$ cat config.mk
export PLATFORM = sky130hd
export DESIGN_NAME = rbst_merge
export DESIGN_NICKNAME = d
export VERILOG_FILES = /design/src/sv/rbst_pkg.sv /design/src/sv/rbst_merge.sv
export SDC_FILE = /design/constraint.sdc
export NUM_CORES = 1
export LEC_CHECK = 0
export BUFFER_PORTS_ARGS = -buffer_cell sky130_fd_sc_hd__buf_2
export CORE_ASPECT_RATIO = 1.25
export CORE_MARGIN = 8
export CORE_UTILIZATION = 35
export DETAILED_ROUTE_END_ITERATION = 10
export HOLD_SLACK_MARGIN = 0.12
export PLACE_DENSITY = 0.65
export SYNTH_ARGS = -nofsm -noshare
export SYNTH_HDL_FRONTEND = slang
export SYNTH_SLANG_ARGS = --single-unit
$ cat constraint.sdc
create_clock -name clk -period 16.5 [get_ports clk]
set_input_delay 3.3 -clock clk [delete_from_list [all_inputs] [get_ports clk]]
set_output_delay 3.3 -clock clk [all_outputs]
set_load 0.01 [all_outputs]
$ cat src/sv/rbst_pkg.sv
// Shared types and constants for the ray versus box slab test.
// Used by every module of the block; depends on nothing else.
package rbst_pkg;

    // Bits of a Q16.16 coordinate and of the scaled slab numerator.
    localparam int unsigned COORD_W = 32;
    localparam int unsigned NUM_W   = 49;

    // Divider latency: one prepare stage, one stage per quotient bit, one saturate stage.
    localparam int unsigned DIV_LAT  = NUM_W + 2;
    // Axis lane latency: divider plus the entry/exit ordering register.
    localparam int unsigned AXIS_LAT = DIV_LAT + 1;
    // Start to done: axis lanes plus the merge register.
    localparam int unsigned TOP_LAT  = AXIS_LAT + 1;

    // Saturation limits of the Q16.16 range.
    localparam logic [COORD_W-1:0] SAT_HI = 32'h7FFF_FFFF;
    localparam logic [COORD_W-1:0] SAT_LO = 32'h8000_0000;

    // Slab result of one axis lane.
    typedef struct packed {
        logic                        bounded;  // direction nonzero, entry/exit valid
        logic                        outside;  // zero direction and origin outside slab
        logic signed [COORD_W-1:0]   t_entry;
        logic signed [COORD_W-1:0]   t_exit;
    } axis_res_t;

endpackage

$ cat src/sv/rbst_merge.sv
// Merge stage: largest entry, smallest exit and the final hit decision.
// Depends on rbst_pkg.
module rbst_merge (
    input  logic                   clk,
    input  rbst_pkg::axis_res_t    res_x,
    input  rbst_pkg::axis_res_t    res_y,
    input  rbst_pkg::axis_res_t    res_z,
    output logic                   hit
);
    import rbst_pkg::*;

    localparam int unsigned T_W = COORD_W + 2;

    axis_res_t               lanes [0:2];
    logic signed [T_W-1:0]   entry_v [0:3];
    logic signed [T_W-1:0]   exit_v  [0:3];
    logic                    any_out;
    logic                    hit_reg;
    logic                    hit_next;

    assign lanes[0] = res_x;
    assign lanes[1] = res_y;
    assign lanes[2] = res_z;

    // Running max of entries and min of exits, unbounded axes skipped.
    always_comb
    begin
        entry_v[0] = -(T_W'(1) <<< COORD_W);
        exit_v[0]  =  (T_W'(1) <<< COORD_W);
        any_out    = 1'b0;
        for (int a = 0; a < 3; a++)
        begin
            entry_v[a+1] = entry_v[a];
            exit_v[a+1]  = exit_v[a];
            any_out      = any_out | lanes[a].outside;
            if (lanes[a].bounded)
            begin
                if (T_W'(lanes[a].t_entry) > entry_v[a])
                    entry_v[a+1] = T_W'(lanes[a].t_entry);
                if (T_W'(lanes[a].t_exit) < exit_v[a])
                    exit_v[a+1] = T_W'(lanes[a].t_exit);
            end
        end
        hit_next = !(any_out || (exit_v[3] < 0) || (entry_v[3] > exit_v[3]));
    end

    always_ff @(posedge clk)
    begin
        hit_reg <= hit_next;
    end

    assign hit = hit_reg;

endmodule

==> results of run 1 <==
-- synth_stat cells (6+ instances only) --
| library cell | instances | area (um2) |
|---|---|---|
| sky130_fd_sc_hd__inv_1 | 48 | 180 |
| sky130_fd_sc_hd__a21oi_1 | 75 | 375 |
| sky130_fd_sc_hd__clkbuf_1 | 33 | 124 |
| sky130_fd_sc_hd__nand3_1 | 43 | 215 |
| sky130_fd_sc_hd__nor2_1 | 54 | 203 |
| sky130_fd_sc_hd__o211ai_1 | 37 | 278 |
| sky130_fd_sc_hd__mux2i_1 | 34 | 340 |
| sky130_fd_sc_hd__ha_1 | 164 | 2050 |
| sky130_fd_sc_hd__nor2b_1 | 9 | 56.3 |
| sky130_fd_sc_hd__o21ai_0 | 52 | 260 |
| sky130_fd_sc_hd__nor3_1 | 7 | 35.0 |
| sky130_fd_sc_hd__and2_1 | 34 | 213 |
| sky130_fd_sc_hd__a21o_1 | 44 | 330 |
| sky130_fd_sc_hd__nand4_1 | 60 | 375 |
| sky130_fd_sc_hd__buf_2 | 6 | 30.0 |
| sky130_fd_sc_hd__nand2_1 | 119 | 447 |
-- routing by layer --
metal | wire length (um) | vias up
met5 | 0 | -
met4 | 461 | 0
met3 | 1350 | 20
met2 | 10600 | 218
met1 | 9370 | 3161
li1 | - | 3600
-- placed cells by master (no fill, tap or decap), types with 3 or more instances in the layout --
| cell type | instances |
|---|---|
| sky130_fd_sc_hd__buf_2 | 199 |
| sky130_fd_sc_hd__nor3_1 | 7 |
| sky130_fd_sc_hd__nor2b_1 | 9 |
| sky130_fd_sc_hd__mux2i_1 | 34 |
| sky130_fd_sc_hd__diode_2 | 3 |
| sky130_fd_sc_hd__a211oi_1 | 3 |
| sky130_fd_sc_hd__inv_1 | 48 |
| sky130_fd_sc_hd__nor2_1 | 54 |
| sky130_fd_sc_hd__nor4_1 | 3 |
| sky130_fd_sc_hd__and4_1 | 4 |
| sky130_fd_sc_hd__nand4_1 | 60 |
| sky130_fd_sc_hd__nand3_1 | 43 |
| sky130_fd_sc_hd__a21o_1 | 44 |
| sky130_fd_sc_hd__o21ai_0 | 52 |
| sky130_fd_sc_hd__a31oi_1 | 3 |
| sky130_fd_sc_hd__nand2_1 | 117 |
| sky130_fd_sc_hd__a21oi_1 | 75 |
| sky130_fd_sc_hd__o211ai_1 | 37 |
| sky130_fd_sc_hd__buf_4 | 7 |
| sky130_fd_sc_hd__and2_1 | 34 |
| sky130_fd_sc_hd__ha_1 | 164 |
-- power by group through the flow --
| stage | logic [W] | clock network [W] | registers (W) |
|---|---|---|---|
| finish | 0.000297 | 0.0000000000244 | 0.00000274 |
| global route | 0.000341 | 0.0000000000243 | 0.00000275 |
| CTS | 0.000297 | 0 | 0.00000275 |
| detailed placement | 0.000296 | 0 | 0.00000275 |
| global placement | 0.000291 | 0 | 0.00000275 |
| floorplan | 0.000206 | 0 | 0.00000275 |
-- through the flow --
stage / hold WS (ns) / std cells / total power (W) / worst slack, ns / utilization
after global routing: 3.66 / 1263 / 0.000343 / 4.07 / 0.427
final: 3.64 / 1263 / 0.000300 / 4.75 / 0.427
after detailed placement: 3.64 / 1260 / 0.000299 / 4.84 / 0.426
after global placement: 3.64 / 1260 / 0.000294 / 4.86 / 0.426
after floorplan: 3.51 / 881 / 0.000209 / 6.73 / -
after CTS: 3.64 / 1260 / 0.000300 / 4.82 / 0.426
-- layout make-up --
class | count | share of cell area
inverter | 48 | 0.0251
sequential | 1 | 0.00279
antenna | 3 | 0.00104
timing repair buffer | 206 | 0.146
multi-input combinational | 785 | 0.787
tap | 220 | 0.0383
-- logic make-up (layout without fill, tap and decap cells) --
group	after synthesis	in the layout	share of synthesized area
fa+ha+maj	164	164	0.341
mux	36	36	0.0603
simple gates	346	346	0.282
compound gates	239	239	0.252
flops	1	1	0.00333
buf+inv	95	254	0.0612
other cells	0	3	0
-- final timing paths --
kind	startpoint	cells after the start	slack [ns]	end
worst min-delay path	res_x[64]	3	3.64	hit
worst max-delay path	res_x[65]	33	4.75	hit
-- critical path: cells and delay by family --
kind,cells,cell delay (ns)
AO/OA/AOI/OAI,19,3.47
AND/OR/NAND/NOR,8,2.79
multiplexers,1,0.29
buffers and inverters,2,0.88
adder cells (fa/ha/maj),3,0.83
==> impl.org, run 1 <==
** Floorplanning
- FP Rows :: 53
- Die span in y :: approximately 160 um
- For this configuration, the core starts out at a cell density of 0.357.
- Ports placed on the boundary :: 200
- Die Span X :: 133 um
- Core footprint :: 16800 um2
- The die covers 21700 um2.

** Synth
- Mean instance size in the synthesized netlist :: 6.83 um2
- After technology mapping, the gate count stands at 881.
- Counting flops and latches in the post-synthesis netlist gives 1.
- Fraction of registers with async set or reset after synthesis :: 0
- For this run, the register share of the synthesized area comes to 0.00333.
- Counting every net in the synthesized netlist gives 1244.
- Count of yosys warnings during synthesis :: 0
- Yosys mapped a number of flops with a built-in enable equal to 0.
- Unique cell type count in the Yosys netlist :: 51
- Among all flip-flop cells after synthesis, the most frequent one is sky130_fd_sc_hd__dfxtp_1.
- The synthesized netlist occupies a cell area of 6010 um2.

** Power
- Largest vdd supply drop :: 23.8 uV
- Switching fraction of total power :: 0.569
- For this design the ratio of total power to cell area is 41.8 nW/um2.
- Summed over all nets, the switching power comes to 0.000171 W.
- Share of power burned in combinational logic :: 0.991
- Of the total power, the clock network draws 0.
- For this design the static power due to leakage is 3.80 nW.
- The internal power of the cells totals 0.000129 W.
- Sequential share of power :: 0.009

** Clocking
- After clock tree synthesis, the flow added hold-fix buffers numbering 0.
- The number of setup buffers added after CTS is 0.
- Post-CTS repair changed the size of 0 cells.
- Worst-path clk slew :: 0 ns

** Critical path
- For the worst setup path, the data arrival time is between 10 and 15 ns.
- Cell type with the highest occurrence count on the critical path :: sky130_fd_sc_hd__a21o_1
- The worst setup path is captured at a register.
- Critical path's largest stage delay :: 0.88 ns
- The critical path in this run is classified as input port to register.
- Worst-path fanout max :: between 60 and 70
- At the worst endpoint, the required time is 16.38 ns.
- On the critical path, the stage with the largest delay is an instance of sky130_fd_sc_hd__nand2_2.
- STA classifies the critical path startpoint as an input port.

** STA
- Crit path time final :: 11.75 ns
- Headroom to the max-slew limit came out at 0.214.
- Final hold violation count :: 0
- Setup violations remaining at the end of the flow were counted as 0.
- Dividing the final minimum period by the clock period gives 0.712.
- For the pin with the worst max-slew slack, the measured transition is 1.17 ns.
- Adding up every negative setup slack in the final design gives 0 ns.
- Setup repair after global routing left no endpoint under its margin.
- Achievable clock frequency :: 85.1 MHz
- Slew Limit Fails :: 0

** Route
- Dividing the detail-routed via count by the number of cells gives 5.54.
- The detailed router finished its first iteration with 484 violations.
- In the final routed layout, each cell accounts on average for 17.2 um.
- Via total after detailed routing :: 6999
- Antenna Nets Post-Route :: 0
- Aggregate routed wire length :: 21800 um
- For this run, the detailed router's first-pass iteration total came to 5.
- In the routed design, unresolved DRC markers number 0.

** Final layout
- Share of post-route cells with drive strength above 1 :: 0.212
- Fill cells :: 1856
- In the final layout, flip-flops and latches occupy 20.0 um2.
- In the final layout, the multi-input gates occupy approximately 5700 um2.
- The area growth from synthesis to layout is 19.5%.
- The number of flip-flops under the largest register name was 1.
- After the last flow step, the layout net total stands at 1405.
- Final instance area :: 7180 um2

** Min path
- Worst hold path type :: input port to register

** Placed design
- Placed Area :: 7180 um2
- Final weighted congestion of routability-driven global placement :: 0.892
- Port Buffers :: 199
- Once detailed placement completed, the half-perimeter wirelength came to 18700 um.

** Run status
- The run finished with clean final reports.

** Global routing
- For met2 alone, demand over resource in global routing was 0.344.
- Across every metal layer, demand over resource in global routing totals 0.188.
- First-pass GRT wire length :: approximately 34000 um
- The via count of the first global-routing pass was 7050.
- Entering global routing, the biggest net connects 69 pins.
- The global routing stage identified its most utilized layer as met2.
- For this run, global-route usage on met1 was measured as 0.229.
- Met3 Usage GRT :: 0.0244
- Global routing finished with a remaining overflow of 0.
- The number of antenna violations at the first check in global routing is 3.

** Job
- Max Cap Viol :: 0
Power figures use the tool's default switching activity.
==> inputs of run 2 (changes only) <==
--- a/config.mk
+++ b/config.mk
@@ -5,13 +5,14 @@
 export SDC_FILE = /design/constraint.sdc
 export NUM_CORES = 1
 export LEC_CHECK = 0
+export ABC_AREA = 1
 export BUFFER_PORTS_ARGS = -buffer_cell sky130_fd_sc_hd__buf_2
 export CORE_ASPECT_RATIO = 1.25
 export CORE_MARGIN = 8
 export CORE_UTILIZATION = 35
 export DETAILED_ROUTE_END_ITERATION = 10
 export HOLD_SLACK_MARGIN = 0.12
-export PLACE_DENSITY = 0.65
+export PLACE_DENSITY = 0.68
 export SYNTH_ARGS = -nofsm -noshare
 export SYNTH_HDL_FRONTEND = slang
 export SYNTH_SLANG_ARGS = --single-unit
==> constraint.sdc (replaced) <==
create_clock -name clk -period 10.1 [get_ports clk]
set_input_delay 2.02 -clock clk [delete_from_list [all_inputs] [get_ports clk]]
set_output_delay 2.02 -clock clk [all_outputs]
set_load 0.01 [all_outputs]
==> run 2 against run 1 <==
Net effect:
- die area is 5.1% lower
- total power up 83%
- critical path depth rose by 6
- utilization is 0.053 points higher
- sequential share of layout area about the same
- highest routed layer unchanged
- wire length decreased by 13%
- synthesized cell count grew 2.3%
- via count decreased by 5.3%
- cell area fell by 4.9%
- hold slack lost 1.3 ns
==> impl.org, run 2 <==
** STA
- Based on the critical path, the design can be clocked at up to around 110 MHz.
- Fin crit share :: 0.910
- RSZ-0062 raised after global routing :: false
- The count of final max-slew check failures was 0 (unchanged).
- For the finished layout, the period the worst path requires is about 9.2 ns.
- The final count of negative-setup-slack endpoints came to 0 (unchanged).
- The worst relative slew slack came to 0.511 (+0.296).
- The final count of hold timing violations is 0 (unchanged).
- The slew at the pin with the worst max-slew slack came to 0.733 ns (-0.441 ns).
- Total Negative Setup Slacks :: 0 ns (unchanged)

** Final layout
- The register area was 20.0 um2 (unchanged).
- Final #Nets :: 1439 (+2.4%)
- The number of flip-flops under the largest register name is 1 (unchanged).
- Commonest cells after routing, fill and taps aside :: sky130_fd_sc_hd__nand2_1, sky130_fd_sc_hd__buf_2, sky130_fd_sc_hd__ha_1
- The area growth from synthesis to layout is 20.6%.
- The area of the multi-input gates was 5310 um2 (-6.1%).
- Non-filler instance count after layout :: 1295 (+2.5%)
- Final instance area :: 6840 um2 (-4.9%)
- Most common cell after layout, fill and taps aside :: sky130_fd_sc_hd__nand2_1
- Fill cells :: 1795 (-3.3%)
- The fraction of layout cells with a size suffix above 1 was 0.261 (+0.0492).

** Synth
- The post-synthesis sequential area ratio was 0.00353 (+0.000203).
- Yosys top cell by area :: sky130_fd_sc_hd__ha_1
- Among all flip-flop cells after synthesis, the most frequent one is sky130_fd_sc_hd__dfxtp_1.
- Mean instance size in the synthesized netlist :: 6.29 um2 (-7.8%)
- The area share of the largest cell type after synthesis was 0.362 (+0.0208).
- The commonest cells after synthesis are sky130_fd_sc_hd__nand2_1, sky130_fd_sc_hd__ha_1, sky130_fd_sc_hd__o21ai_0.
- Count of mapped cells out of synthesis :: 901 (+2.3%)
- Synth Net Count :: 1264 (+1.6%)
- Unique cell type count in the Yosys netlist :: 42 (-18%)
- The synthesized cell area is 5670 um2 (-5.7%).
- Number of enable flip-flop cells after synthesis :: 0 (unchanged)
- Fraction of registers with async set or reset after synthesis :: 0 (unchanged)
- sky130_fd_sc_hd__nand2_1 is the most common cell in the netlist.
- Number of synthesized register bits :: 1 (unchanged)
- Synth area leaders :: sky130_fd_sc_hd__ha_1, sky130_fd_sc_hd__nand2_1, sky130_fd_sc_hd__o21ai_0
- Count of yosys warnings during synthesis :: 0 (unchanged)

** Power
- Largest vdd supply drop :: 28.4 uV (+20%)
- Clock network power share :: 0 (unchanged)
- The reported leakage power is 3.67 nW (-3.6%).
- Switching fraction of total power :: 0.594 (+0.0250)
- The switching component of the power was 0.000326 W (+91%).
- PD cells :: 80.3 nW/um2 (+92%)
- Sequential share of power :: 0.008 (about the same)
- The logic gate share of total power is 0.992 (about the same).
- Int Power :: 0.000223 W (+72%)

** Placed design
- # placed instances :: 1290 (+2.4%)
- The placement-stage cell area is 6820 um2 (-4.9%).
- Final weighted congestion of routability-driven global placement :: 0.925 (+3.6%)
- Placed wire-length estimate after detailed placement :: 17200 um (-8.0%)
- The count of buffers inserted at the top-level ports was 199 (unchanged).

** Floorplanning
- The die height came to 158 um (-2.6%).
- Core footprint :: 16000 um2 (-5.0%)
- Die Span X :: 130 um (-2.6%)
- Ports placed on the boundary :: 200 (unchanged)
- Die Area :: 20600 um2 (-5.1%)
- FP Rows :: 52 (-1.9%)
- The initial cell density of the core came to 0.354 (-0.00287).

** Min path
- The worst hold path begins at res_x[64].
- Worst Hold Path Cells :: 4 (+1)
- The tightest min-delay check is of the input port to register type.

** Clocking
- The total setup buffers inserted after CTS came to 0 (unchanged).
- The clock slew seen by the registers of the worst setup and hold paths came to 0 ns (unchanged).
- The hold buffer count at cts was 0 (unchanged).
- Post-CTS resize count :: 0 (unchanged)

** Global routing
- The via count of the first global-routing pass was 6499 (-7.8%).
- Global route overflow :: 0 (unchanged)
- The pin count of the biggest net entering global routing is 49 (-29%).
- Total global routing track utilization :: 0.177 (-0.0109)
- Number of antenna violations at the first check in global routing :: 4 (+1)
- First-pass GRT wire length :: 29700 um (-13%)

** Critical path
- The peak per-stage delay on the critical path came to 0.59 ns (-0.29 ns).
- Critical Path Sink Type :: register
- Worst-path fanout max :: 45 (-34%)
- The largest individual stage delay along the critical path comes from the cell sky130_fd_sc_hd__nand3_2.
- CP arrival :: 9.12 ns (-2.51 ns)
- STA classifies the critical path startpoint as an input port.
- By startpoint and endpoint, the worst setup path is classified as input port to register.
- Cell type with the highest occurrence count on the critical path :: sky130_fd_sc_hd__nand2_1
- Tracing the worst setup path back leads to its startpoint at res_x[65].
- The data required time of the critical path came to 10.03 ns (-6.35 ns).

** Route
- The number of remaining DRC errors was 0 (unchanged).
- Via density :: 5.12 (-7.6%)
- The count of nets left with antenna violations after detail routing was 0 (unchanged).
- The detailed-route wire length was 18900 um (-13%).
- Routed wirelength normalized by instance count :: 14.6 um (-15%)
- First DRT Iteration DRCs :: 301 (-38%)
- The detailed-route via count is 6628 (-5.3%).
- The first-pass iteration count of the detailed router was 5 (unchanged).

** Run status
- Status :: finished, final reports clean

** Job
- The number of maximum-capacitance constraint violations came to 0 (unchanged).
==> run 2: changes by cell type in the layout (fill, tap and decap cells not counted), sizes merged, moves of 33 or more <==
cell,change
nand2,+191
and2,-33
mux2i,-34
o211ai,-36
nand4,-39
o21ai,+92
a21o,-38
==> run 2: layer usage <==
metal	GRT usage	vias to the layer above	wire length, um
met5	0	-	0
met4	0.0288	0	222
met3	0.0241	16	1200
met2	0.334	173	9420
met1	0.209	2908	8050
li1	-	3531	-
==> run 2: cell type report <==
type,instances,area share
Sequential cell,1,0.00293
Antenna cell,5,0.00183
Tap cell,216,0.0395
Multi-Input combinational cell,826,0.777
Inverter,42,0.0231
Timing Repair Buffer,205,0.156
==> run 2: path summary, 6_finish.rpt <==
path	to	slack [ns]
worst max-delay path	hit	0.91
worst min-delay path	hit	2.29
==> run 2: power by group through the flow <==
stage                     registers (W)  logic, W  clock network (W)
after floorplan              0.00000460  0.000401                  0
final                        0.00000455  0.000544    0.0000000000663
after global routing         0.00000458  0.000631    0.0000000000530
after global placement       0.00000459  0.000536                  0
after detailed placement     0.00000456  0.000545                  0
after CTS                    0.00000456  0.000548                  0
==> run 2: stage by stage <==
stage | worst slack [ns] | util | hold slack (ns) | total power [W]
4_1_cts | 0.979 | 0.426 | 2.31 | 0.000552
3_5_place_dp | 1.03 | 0.426 | 2.31 | 0.000549
3_3_place_gp | 1.11 | 0.426 | 2.30 | 0.000540
2_1_floorplan | 2.60 | - | 2.17 | 0.000405
6_report | 0.907 | 0.427 | 2.29 | 0.000549
5_1_grt | 0.0185 | 0.427 | 2.33 | 0.000636
==> run 2: cells by family after synthesis <==
logic type / after synthesis / synth area share
AND/OR/NAND/NOR: 418 / 0.323
flip-flops: 1 / 0.00353
adder cells (fa/ha/maj): 164 / 0.362
AO/OA/AOI/OAI: 244 / 0.252
buffers and inverters: 74 / 0.0603
==> run 2: worst max-delay path, delay by kind of cell <==
| kind | cells | cell delay (ns) |
|---|---|---|
| simple gates | 19 | 2.59 |
| buf+inv | 4 | 1.46 |
| fa+ha+maj | 3 | 0.96 |
| compound gates | 13 | 2.05 |
